==> src/hdl/vebd_pkg.sv <==
`timescale 1ns / 1ps
// ----------------------------------------------------------------------------
// vebd_pkg
// Shared types for the escape byte decoder: group tracking state and the
// emit command passed from the front end to the back end.
// ----------------------------------------------------------------------------
package vebd_pkg;

  // bytes held for the escape group being assembled
  typedef enum logic [1:0] {
    GRP_IDLE  = 2'd0,
    GRP_ONE   = 2'd1,
    GRP_TWO   = 2'd2,
    GRP_THREE = 2'd3
  } grp_state_e;

  // up to four bytes to send out, oldest in bytes[0]
  typedef struct packed {
    logic [3:0][7:0] bytes;
    logic [1:0]      last_idx;
    logic            fin;
  } cmd_t;

endpackage

==> src/hdl/vebd_front.sv <==
`timescale 1ns / 1ps
// ----------------------------------------------------------------------------
// vebd_front
// Takes one encoded byte per transfer, tracks open escape groups and turns
// each completed run into an emit command of one to four bytes.
// ----------------------------------------------------------------------------
module vebd_front (
  input  logic           clk_i,
  input  logic           rst_ni,
  input  logic           accept_i,
  input  logic [7:0]     in_byte_i,
  input  logic           is_final_i,
  output logic           cmd_valid_o,
  output vebd_pkg::cmd_t cmd_o
);
  import vebd_pkg::*;

  localparam logic [7:0] Bslash   = 8'h5c;
  localparam logic [7:0] ChrM     = 8'h4d;
  localparam logic [7:0] ChrDash  = 8'h2d;
  localparam logic [7:0] ChrCaret = 8'h5e;
  localparam logic [3:0] DigitHi  = 4'h3;
  localparam logic [7:0] CtrlOfs  = 8'h40;
  localparam logic [7:0] MetaBit  = 8'h80;

  grp_state_e state_q, state_d;
  logic [7:0] a_q, a_d;
  logic [7:0] c_q, c_d;
  logic [7:0] dec_byte;
  logic       dec_known;

  // next state
  always_comb begin
    state_d = state_q;
    if (accept_i) begin
      unique case (state_q)
        GRP_IDLE: begin
          if (in_byte_i == Bslash && !is_final_i) state_d = GRP_ONE;
        end
        GRP_ONE: begin
          state_d = is_final_i ? GRP_IDLE : GRP_TWO;
        end
        GRP_TWO: begin
          state_d = is_final_i ? GRP_IDLE : GRP_THREE;
        end
        GRP_THREE: begin
          state_d = GRP_IDLE;
        end
        default: state_d = GRP_IDLE;
      endcase
    end
  end

  // group decode on the completing byte
  always_comb begin
    dec_known = 1'b1;
    priority if (a_q == ChrM && c_q == ChrCaret) begin
      dec_byte = {1'b0, in_byte_i[6:0]} + CtrlOfs;
    end else if (a_q == ChrM && c_q == ChrDash) begin
      dec_byte = in_byte_i | MetaBit;
    end else if (a_q[7:4] == DigitHi && c_q[7:4] == DigitHi) begin
      dec_byte = {a_q[1:0], c_q[2:0], in_byte_i[2:0]};
    end else begin
      dec_byte  = in_byte_i;
      dec_known = 1'b0;
    end
  end

  // outputs
  always_comb begin
    cmd_valid_o    = 1'b0;
    cmd_o.bytes    = {in_byte_i, in_byte_i, in_byte_i, in_byte_i};
    cmd_o.last_idx = 2'd0;
    cmd_o.fin      = is_final_i;
    a_d            = a_q;
    c_d            = c_q;
    unique case (state_q)
      GRP_IDLE: begin
        cmd_valid_o = !(in_byte_i == Bslash && !is_final_i);
      end
      GRP_ONE: begin
        a_d            = in_byte_i;
        cmd_valid_o    = is_final_i;
        cmd_o.bytes[0] = Bslash;
        cmd_o.last_idx = 2'd1;
      end
      GRP_TWO: begin
        c_d            = in_byte_i;
        cmd_valid_o    = is_final_i;
        cmd_o.bytes[0] = Bslash;
        cmd_o.bytes[1] = a_q;
        cmd_o.last_idx = 2'd2;
      end
      GRP_THREE: begin
        cmd_valid_o = 1'b1;
        if (dec_known) begin
          cmd_o.bytes[0] = dec_byte;
        end else begin
          cmd_o.bytes[0] = Bslash;
          cmd_o.bytes[1] = a_q;
          cmd_o.bytes[2] = c_q;
          cmd_o.last_idx = 2'd3;
        end
      end
      default: cmd_valid_o = 1'b0;
    endcase
  end

  always_ff @(posedge clk_i or negedge rst_ni) begin
    if (!rst_ni) begin
      state_q <= GRP_IDLE;
    end else begin
      state_q <= state_d;
    end
  end

  always_ff @(posedge clk_i) begin
    if (accept_i) begin
      a_q <= a_d;
      c_q <= c_d;
    end
  end

endmodule

==> src/hdl/vebd_cmd_fifo.sv <==
`timescale 1ns / 1ps
// ----------------------------------------------------------------------------
// vebd_cmd_fifo
// Short command queue between the front end and the back end.
// ----------------------------------------------------------------------------
module vebd_cmd_fifo #(
  parameter int unsigned Depth = 2
) (
  input  logic           clk_i,
  input  logic           rst_ni,
  input  logic           wr_i,
  input  vebd_pkg::cmd_t wr_data_i,
  input  logic           rd_i,
  output vebd_pkg::cmd_t rd_data_o,
  output logic           full_o,
  output logic           empty_o
);
  import vebd_pkg::*;

  localparam int unsigned PtrW = (Depth > 1) ? $clog2(Depth) : 1;
  localparam int unsigned CntW = $clog2(Depth + 1);
  localparam logic [PtrW-1:0] LastPtr = PtrW'(Depth - 1);
  localparam logic [CntW-1:0] FullCnt = CntW'(Depth);

  cmd_t            mem_q [Depth];
  logic [PtrW-1:0] wr_ptr_q, wr_ptr_d;
  logic [PtrW-1:0] rd_ptr_q, rd_ptr_d;
  logic [CntW-1:0] cnt_q, cnt_d;
  logic            do_wr, do_rd;

  assign full_o    = (cnt_q == FullCnt);
  assign empty_o   = (cnt_q == '0);
  assign do_wr     = wr_i && !full_o;
  assign do_rd     = rd_i && !empty_o;
  assign rd_data_o = mem_q[rd_ptr_q];

  always_comb begin
    wr_ptr_d = wr_ptr_q;
    rd_ptr_d = rd_ptr_q;
    cnt_d    = cnt_q;
    if (do_wr) wr_ptr_d = (wr_ptr_q == LastPtr) ? '0 : wr_ptr_q + 1'b1;
    if (do_rd) rd_ptr_d = (rd_ptr_q == LastPtr) ? '0 : rd_ptr_q + 1'b1;
    if (do_wr && !do_rd) cnt_d = cnt_q + 1'b1;
    else if (do_rd && !do_wr) cnt_d = cnt_q - 1'b1;
  end

  always_ff @(posedge clk_i or negedge rst_ni) begin
    if (!rst_ni) begin
      wr_ptr_q <= '0;
      rd_ptr_q <= '0;
      cnt_q    <= '0;
    end else begin
      wr_ptr_q <= wr_ptr_d;
      rd_ptr_q <= rd_ptr_d;
      cnt_q    <= cnt_d;
    end
  end

  always_ff @(posedge clk_i) begin
    if (do_wr) mem_q[wr_ptr_q] <= wr_data_i;
  end

endmodule

==> src/hdl/vebd_back.sv <==
`timescale 1ns / 1ps
// ----------------------------------------------------------------------------
// vebd_back
// Expands queued emit commands into single decoded bytes, one per cycle
// while the result register is free or being popped, into that register.
// ----------------------------------------------------------------------------
module vebd_back (
  input  logic           clk_i,
  input  logic           rst_ni,
  input  logic           cmd_empty_i,
  input  vebd_pkg::cmd_t cmd_i,
  output logic           cmd_rd_o,
  input  logic           pop_i,
  output logic           empty_o,
  output logic [7:0]     out_byte_o,
  output logic           run_last_o,
  output logic           message_end_o
);
  import vebd_pkg::*;

  logic [1:0] idx_q, idx_d;
  logic       valid_q, valid_d;
  logic [7:0] byte_q;
  logic       last_q, end_q;
  logic       take, at_last;

  // result register is free or being drained this cycle
  assign take    = !cmd_empty_i && (!valid_q || pop_i);
  assign at_last = (idx_q == cmd_i.last_idx);
  assign cmd_rd_o = take && at_last;

  always_comb begin
    idx_d   = idx_q;
    valid_d = valid_q;
    if (take) begin
      valid_d = 1'b1;
      idx_d   = at_last ? 2'd0 : idx_q + 2'd1;
    end else if (pop_i) begin
      valid_d = 1'b0;
    end
  end

  always_ff @(posedge clk_i or negedge rst_ni) begin
    if (!rst_ni) begin
      idx_q   <= 2'd0;
      valid_q <= 1'b0;
    end else begin
      idx_q   <= idx_d;
      valid_q <= valid_d;
    end
  end

  always_ff @(posedge clk_i) begin
    if (take) begin
      byte_q <= cmd_i.bytes[idx_q];
      last_q <= at_last;
      end_q  <= at_last && cmd_i.fin;
    end
  end

  assign empty_o       = !valid_q;
  assign out_byte_o    = byte_q;
  assign run_last_o    = last_q;
  assign message_end_o = end_q;

endmodule

==> src/hdl/vis_escape_byte_decoder.sv <==
`timescale 1ns / 1ps
// ----------------------------------------------------------------------------
// vis_escape_byte_decoder
// Undoes vis-style backslash escapes in a byte stream, one byte per transfer.
// ----------------------------------------------------------------------------
// One encoded byte is taken per cycle while full is low. A plain byte gives
// one result; a backslash opens a four-byte group that gives nothing until it
// completes, then one decoded byte or, for an unknown form or a message that
// ends inside the group, the held bytes copied out. Results leave at one per
// cycle, while pop drains them, from a single output register; a result is
// queued at the transfer that caused it and moved into the output register
// once that register is free or being popped. The output side is the limit:
// a copied-out group occupies it for up to four bytes, during which the
// CmdDepth-entry command queue takes further input and full rises once it
// holds CmdDepth commands.
module vis_escape_byte_decoder #(
  parameter int unsigned CmdDepth = 2
) (
  input  logic       clk_i,
  input  logic       rst_ni,
  input  logic       push,
  output logic       full,
  input  logic [7:0] in_byte_i,
  input  logic       is_final_i,
  output logic       empty,
  input  logic       pop,
  output logic [7:0] out_byte_o,
  output logic       run_last_o,
  output logic       message_end_o
);
  import vebd_pkg::*;

  logic accept;
  logic cmd_valid;
  cmd_t cmd_wr;
  cmd_t cmd_head;
  logic cmd_rd;
  logic cmd_empty;

  assign accept = push && !full;

  vebd_front u_front (
    .clk_i       (clk_i),
    .rst_ni      (rst_ni),
    .accept_i    (accept),
    .in_byte_i   (in_byte_i),
    .is_final_i  (is_final_i),
    .cmd_valid_o (cmd_valid),
    .cmd_o       (cmd_wr)
  );

  vebd_cmd_fifo #(
    .Depth (CmdDepth)
  ) u_cmd_fifo (
    .clk_i     (clk_i),
    .rst_ni    (rst_ni),
    .wr_i      (accept && cmd_valid),
    .wr_data_i (cmd_wr),
    .rd_i      (cmd_rd),
    .rd_data_o (cmd_head),
    .full_o    (full),
    .empty_o   (cmd_empty)
  );

  vebd_back u_back (
    .clk_i         (clk_i),
    .rst_ni        (rst_ni),
    .cmd_empty_i   (cmd_empty),
    .cmd_i         (cmd_head),
    .cmd_rd_o      (cmd_rd),
    .pop_i         (pop),
    .empty_o       (empty),
    .out_byte_o    (out_byte_o),
    .run_last_o    (run_last_o),
    .message_end_o (message_end_o)
  );

  // while a command is queued, the output register holds a byte by the next cycle
  assert property (@(posedge clk_i) disable iff (!rst_ni)
    !cmd_empty |=> !empty)
    else $error("queued command left output register idle");

  // message end only marks the last byte of a run
  assert property (@(posedge clk_i) disable iff (!rst_ni)
    (!empty && message_end_o) |-> run_last_o)
    else $error("message end without run last");

  // expansion index stays inside the head command
  assert property (@(posedge clk_i) disable iff (!rst_ni)
    !cmd_empty |-> (u_back.idx_q <= cmd_head.last_idx))
    else $error("expansion index beyond command length");

endmodule
==> config.mk <==
export PLATFORM = sky130hd
export DESIGN_NAME = vis_escape_byte_decoder
export DESIGN_NICKNAME = d
export VERILOG_FILES = /design/src/hdl/vebd_pkg.sv /design/src/hdl/vebd_front.sv /design/src/hdl/vebd_cmd_fifo.sv /design/src/hdl/vebd_back.sv /design/src/hdl/vis_escape_byte_decoder.sv
export SDC_FILE = /design/constraint.sdc
export NUM_CORES = 1
export LEC_CHECK = 0
export ABC_AREA = 1
export BUFFER_PORTS_ARGS = -buffer_cell sky130_fd_sc_hd__buf_2
export CORE_ASPECT_RATIO = 1.75
export CORE_MARGIN = 3
export CORE_UTILIZATION = 37
export CTS_BUF_LIST = sky130_fd_sc_hd__clkbuf_4
export DETAILED_ROUTE_END_ITERATION = 12
export GPL_TIMING_DRIVEN = 1
export HOLD_SLACK_MARGIN = 0.05
export PLACE_DENSITY = 0.67
export RECOVER_POWER = 25
export SYNTH_ARGS = -nofsm -noshare
export SYNTH_HDL_FRONTEND = slang
export SYNTH_SLANG_ARGS = --single-unit
==> constraint.sdc <==
create_clock -name clk_i -period 3.1 [get_ports clk_i]
set_input_delay 0.62 -clock clk_i [delete_from_list [all_inputs] [get_ports clk_i]]
set_output_delay 0.62 -clock clk_i [all_outputs]
set_load 0.02 [all_outputs]
After elaboration in Yosys (flattened, before gate mapping)
Memories as Yosys holds them, arrays and structs flattened.
Index checks and enable logic that the tools add are counted.
{"block": "op_classes", "n_addsub": 6, "n_lt_le_gt_ge": 1, "eq_ne": 12, "muxes": 28, "n_reduce_logical": 29}
{"op": "$mux W8", "count": 6}
{"op": "$pmux W10 S3", "count": 1}
{"op": "$eq A8 B7 Y1 const B", "count": 3}
{"op": "$bmux W8 S2", "count": 1}
{"op": "$mux W16", "count": 1}
{"op": "$pmux W8 S2", "count": 1}
{"op": "$mux W2", "count": 7}
{"op": "$logic_and A1 B1 Y1", "count": 13}
{"op": "$mux W1", "count": 9}
{"op": "$add A7 B7 Y8 const B", "count": 1}
{"op": "$eq A4 B2 Y1 const B", "count": 2}
{"op": "$eq A8 B6 Y1 const B", "count": 1}
{"op": "$pmux W2 S4", "count": 1}
{"op": "$logic_not A1 Y1", "count": 7}
{"op": "$eq A2 B2 Y1 const B", "count": 3}
{"op": "$reduce_and A2 Y1", "count": 3}
{"op": "$add A2 B1 Y2 const B", "count": 2}
{"op": "$logic_not A2 Y1", "count": 2}
{"op": "$reduce_bool A2 Y1", "count": 2}
{"op": "$lt A2 B3 Y1 const B", "count": 1}
{"op": "$pmux W1 S3", "count": 1}
{"op": "$add A1 B1 Y1 const B", "count": 2}
{"op": "$eq A2 B1 Y1 const B", "count": 1}
{"op": "$eq A2 B2 Y1", "count": 1}
{"op": "4 further kinds", "count": 4}
{"block": "word_totals", "reg_bits": 35, "ram_bits": 70, "output_inout_bits": 12, "word_cells": 88, "mem_count": 1}
{"memory": "u_cmd_fifo.mem_q", "depth": 2, "width": 35, "rd": 1, "rd_ports_with_merged_regs": 0, "wr": 1, "line_no": "vebd_cmd_fifo.sv:25", "rtl": "cmd_t mem_q [Depth];"}

Depth between registers and ports, before layout
{"block": "logic_depth", "ltp_word": 10, "mapped_depth": 12, "mapped_depth_nobuf": 12}

By module
Synthesis repeated with hierarchy kept, for this count alone.
{"block": "hier_totals", "cells_unflattened": 513, "area_unflattened_um2": 5137.4}
{"module": "vebd_cmd_fifo", "instances": 1, "cells_each": 214, "area_per_inst_um2": 2780.2, "seq_area_each_um2": 2202.1}
{"module": "vebd_front", "instances": 1, "cells_each": 210, "area_per_inst_um2": 1572.8, "seq_area_each_um2": 530.5}
{"module": "vebd_back", "instances": 1, "cells_each": 84, "area_per_inst_um2": 760.7, "seq_area_each_um2": 375.4}
{"module": "vis_escape_byte_decoder", "instances": 1, "cells_each": 5, "area_per_inst_um2": 23.8, "seq_area_each_um2": 0.0}

Worst setup path before layout
No wires, ideal clock.
{"block": "synth_path", "kind": "register to register", "startpoint": "register u_front.state_q[1]", "endpoint": "memory u_cmd_fifo.mem_q[0][0] (netlist bit), enable pin", "setup_ns": 0.427, "t_arrival_ns": 2.692, "t_required_ns": 2.673, "slack_ns": -0.019, "stages_incl_launch_ff": 7, "n_path_buf": 0, "synth_period_minus_slack_ns": 3.119, "cell_sequence": "dfrtp_1 ha_1 a21oi_1 or2_0 nand2_1 nand2_1 nor2_1"}
{"block": "synth_between", "elab_chain_len": 7}
{"item": "start: declaration", "line_no": "vebd_front.sv:26", "rtl": "grp_state_e state_q, state_d;"}
{"item": "start signal: assignment", "line_no": "vebd_front.sv:113", "rtl": "state_q <= state_d;"}
{"item": "$eq A2 B1 Y1 / $eq A2 B2 Y1 (equally long branches)", "line_no": "vebd_front.sv:77", "rtl": "unique case (state_q)"}
{"item": "$reduce_or A2 Y1 (no source line)"}
{"item": "$pmux W1 S3 *", "line_no": "vebd_front.sv:77"}
{"item": "$logic_and A1 B1 Y1 *", "line_no": "vis_escape_byte_decoder.sv:57", "rtl": ".wr_i (accept && cmd_valid),"}
{"item": "$logic_and A1 B1 Y1 *", "line_no": "vebd_cmd_fifo.sv:33", "rtl": "assign do_wr = wr_i && !full_o;"}
{"item": "$mux W1 *", "line_no": "vebd_cmd_fifo.sv:60", "rtl": "if (do_wr) mem_q[wr_ptr_q] <= wr_data_i;"}
{"item": "$mux W1 (implied by the code) *", "line_no": "vebd_cmd_fifo.sv:60"}
{"item": "end: declaration", "line_no": "vebd_cmd_fifo.sv:25"}
Every way passes the cells marked *; elsewhere a longest branch is shown, timed or not.

Final worst setup path
{"block": "layout_path", "startpoint": "register u_cmd_fifo.cnt_q[0]", "endpoint": "register u_cmd_fifo.cnt_q[1]"}
{"block": "layout_between", "elab_chain_len": 8}
{"item": "start: declaration", "line_no": "vebd_cmd_fifo.sv:28", "rtl": "logic [CntW-1:0] cnt_q, cnt_d;"}
{"item": "start signal: assignment", "line_no": "vebd_cmd_fifo.sv:55", "rtl": "cnt_q <= cnt_d;"}
{"item": "$logic_not A2 Y1 *", "line_no": "vebd_cmd_fifo.sv:32", "rtl": "assign empty_o = (cnt_q == '0);"}
{"item": "$logic_not A1 Y1 *", "line_no": "vebd_back.sv:28", "rtl": "assign take = !cmd_empty_i && (!valid_q || pop_i);"}
{"item": "$logic_and A1 B1 Y1 *", "line_no": "vebd_back.sv:28"}
{"item": "via u_back.take", "line_no": "vebd_back.sv:25", "rtl": "logic take, at_last;"}
{"item": "$logic_and A1 B1 Y1 *", "line_no": "vebd_back.sv:30", "rtl": "assign cmd_rd_o = take && at_last;"}
{"item": "$logic_and A1 B1 Y1 *", "line_no": "vebd_cmd_fifo.sv:34", "rtl": "assign do_rd = rd_i && !empty_o;"}
{"item": "$logic_not A1 Y1", "line_no": "vebd_cmd_fifo.sv:43", "rtl": "if (do_wr && !do_rd) cnt_d = cnt_q + 1'b1;"}
{"item": "$logic_and A1 B1 Y1", "line_no": "vebd_cmd_fifo.sv:43"}
{"item": "$mux W2 / $reduce_bool A2 Y1 (equally long branches)"}
Mark *: on every way through the listed nets, which the timed path passes. The rest lies on a longest branch. The select of a mux whose other input is x is not followed.
A chain may end at the register's enable or synchronous reset.

==> results.ini <==
[setup_path]
critPathCaptureType = flip-flop
critical_path_class = flip-flop to flip-flop
cp-start-kind = flip-flop
critical_path.max_stage_delay_ns = 0.59
crit_chain = inv_1 > a21oi_1 > clkbuf_1 > nand2_2 > ha_1 > a21oi_1 > o21ai_0 > xor2_1
r2r_cells = 8
critPathArrivalTime_ns = 2.62
cpMostUsedCell = a21oi_1
required_ns = 3.46
crit_fanout = 13
crit_slowest_cell = clkbuf_1

[power]
seqPwrFrac_pct = 45.0
power_density_nw_per_um2 = 950
ir_drop_mv = 0.373
p_int_uw = 3130
p_leak_uw = 0.00204
p_sw_share_pct = 36.7
combPwrFrac_pct = 36.2
p_sw_uw = 1810
pwr-share-clk_pct = 18.9
total_power_uw = 4950

[clock_tree]
cts_hold_buf = 1
cts_resized = 0
cts_setup_buffers = 0
clk_pin_slew_ns = 0.17
clock_latency_ns = 0.46
cts_buffers = 9
cts_root_buffer = clkbuf_4
htreeDepth = 3
cts.sinks = 105
cts_buffer_depth = 2
cts_tree = done

[yosys]
yosysUniqueCellTypes = 34
synth-edff-count = 96
ys_async_sr_fraction_pct = 8.57
yosysWarnings = 0
yosysMostFrequentCell = nand2_1
ys_seq_area_share_pct = 66.5
syn_inst = 428
yosysTopAreaCellShare_pct = 61.7
synth_adder_area_share_pct = 1.34
synth-simple-area-share_pct = 16.7
synth_xor_area_share_pct = 1.31
syn_avg_cell_area_um2 = 10.9
synthFlopType = edfxtp_1
synth_area_leaders = edfxtp_1 62%, nand2_1 8.0%, dfrtp_1 4.8%, nor2_1 4.0%, o21ai_0 3.9%
synth_top_family_by_area = simple AND/OR/NAND/NOR gates
synthMuxAreaShare_pct = 0
synth_nets = 446
synth_compound_area_share_pct = 9.51
ys_top_cells_by_count = 100 x nand2_1, 96 x edfxtp_1, 50 x nor2_1
synthesis.area_um2 = 4670
ys_ff_latch = 105
synth_area_leader_cell = edfxtp_1

[global_routing]
track_usage_pct = 14.7
grt_first_pass_wirelength_mm = 15.8
grt_pass1_vias = 3226
grt_max_degree = 35
overflow = 0
grt_antenna_before_repair = 1

[final_layout]
drive_gt1_share_pct = 12.5
synthToLayoutAreaGrowth_pct = 11.4
nets = 478
fill_cells = 1179

[min_path]
holdPathStages = 2
hold_class = primary input to flip-flop

[floorplan]
die_h_um = 155
ios = 25
die_area_um2 = 14100
die_x_um = 90.9
core_um2 = 12200
rows = 53
initial_utilization_pct = 38.3

[timing]
finalSetupTns_ns = 0
min_period_over_period_pct = 72.9
timing.fmax_mhz = 442
max-slew-margin-rel_pct = 47.8
fin_skew_ns = 0.0241
hold_violations = 0
rsz0062_at_grt = false
drv_slew = 0
period_needed_ns = 2.26
worst_pin_slew_ns = 0.781
setup_violations = 0

[route]
first_pass_iters = 5
drt_iter0_drc = 283
via_per_inst = 4.98
wirelength_mm = 9.69
wl_per_cell_um = 15.4
drc = 0
vias = 3141
ant_nets = 0

[run]
drv_cap = 0

[placement]
dpl.hpwl_mm = 7.09
gp_congestion = 0.976
numPortBuffers = 24

[run_status]
status = completed

==> critical path: cells and delay by family (launching register included) <==
family,cells,cell delay (ns)
AND/OR/NAND/NOR,1,0.19
adder cells (fa/ha/maj),1,0.37
AO/OA/AOI/OAI,3,0.37
flip-flops,1,0.42
buffers and inverters,2,0.67
XOR/XNOR,1,0.15
==> power by group through the flow <==
stage	combinational, uW	sequential [uW]	clock, uW
2_1_floorplan	1180	2330	0
3_3_place_gp	1740	2250	0
3_5_place_dp	1810	2260	0
4_1_cts	1820	2230	942
5_1_grt	2030	2270	1010
6_report	1790	2230	933
==> layout by cell type (no fill, tap or decap), types with 2 or more instances in the layout <==
| cell | count |
|---|---|
| a21oi_1 | 13 |
| nor2_1 | 48 |
| inv_2 | 5 |
| nand2_1 | 100 |
| buf_4 | 8 |
| o21ai_1 | 9 |
| nand4_1 | 3 |
| clkbuf_1 | 11 |
| inv_1 | 33 |
| buf_2 | 14 |
| o22ai_1 | 17 |
| ha_1 | 5 |
| o21ai_0 | 36 |
| o211ai_1 | 2 |
| dfrtp_1 | 9 |
| nor2_2 | 3 |
| bufinv_16 | 4 |
| xor2_1 | 6 |
| clkbuf_4 | 10 |
| nand2_4 | 3 |
| nor3_1 | 3 |
| clkinv_1 | 2 |
| nand3_1 | 8 |
| edfxtp_1 | 96 |
| nand2_2 | 5 |
==> final cells by class <==
cell class / count / area [um^2] / share of cell area [%]
Antenna cell: 1 / 2.50 / 0.0481
Clock buffer: 10 / 75.1 / 1.44
Clock inverter: 6 / 131 / 2.52
Inverter: 39 / 146 / 2.81
Multi-Input combinational cell: 271 / 1360 / 26.0
Sequential cell: 105 / 3110 / 59.7
Tap cell: 165 / 206 / 3.97
Timing Repair Buffer: 34 / 181 / 3.48
==> state kept, by name, summed over array words and instances, names as in the netlist <==
| name | flops |
|---|---|
| u_front.a_q | 8 |
| u_cmd_fifo.cnt_q | 2 |
| u_back.out_byte_o | 8 |
| u_back.idx_q | 2 |
| u_front.state_q | 2 |
| u_cmd_fifo.mem_q | 70 |
| u_front.c_q | 8 |
| u_back.message_end_o | 1 |
| u_cmd_fifo.wr_ptr_q | 1 |
| u_cmd_fifo.rd_ptr_q | 1 |
| u_back.run_last_o | 1 |
| u_back.valid_q | 1 |
==> through the flow <==
| step | instance area, um^2 | setup WS (ns) | hold WS [ns] | utilization (%) | std cells |
|---|---|---|---|---|---|
| 6_report | 5210 | 0.840 | 0.329 | 42.7 | 631 |
| 5_1_grt | 5210 | 0.613 | 0.336 | 42.7 | 631 |
| 4_1_cts | 5220 | 0.891 | 0.308 | 42.8 | 630 |
| 3_5_place_dp | 5000 | 0.688 | 0.490 | 41.0 | 613 |
| 3_3_place_gp | 5000 | 0.710 | 0.484 | 41.0 | 613 |
| 2_1_floorplan | 4670 | -0.0191 | 0.324 | - | 428 |
==> per-layer routing <==
metal | vias up | share of wire, % | track usage, %
met5 | - | 0 | 0
met4 | 0 | 4.4 | 10.4
met3 | 29 | 4.7 | 2.68
met2 | 103 | 56 | 26.6
met1 | 1474 | 35 | 14.9
li1 | 1535 | - | -
==> final timing paths <==
kind / start / slack [ns] / endpoint
setup / recovery: u_cmd_fifo.cnt_q[0] / 0.84 / u_cmd_fifo.cnt_q[1]
hold / removal: pop / 0.33 / u_back.valid_q
hold reg to reg: u_cmd_fifo.cnt_q[0] / 0.53 / u_cmd_fifo.cnt_q[0]
min in group asynchronous: rst_ni / 0.62 / u_cmd_fifo.rd_ptr_q
max in group asynchronous: rst_ni / 2.11 / u_cmd_fifo.wr_ptr_q
setup reg to reg: u_cmd_fifo.cnt_q[0] / 0.84 / u_cmd_fifo.cnt_q[1]
==> cells by family (layout without fill, tap and decap cells) <==
| kind of cell | count (synthesis) | after routing |
|---|---|---|
| fa+ha+maj | 5 | 5 |
| compound gates | 80 | 80 |
| buf+inv | 52 | 89 |
| flops | 105 | 105 |
| simple gates | 179 | 179 |
| other cells | 0 | 1 |
| xor+xnor | 7 | 7 |
(Power assumes the default switching activity.)
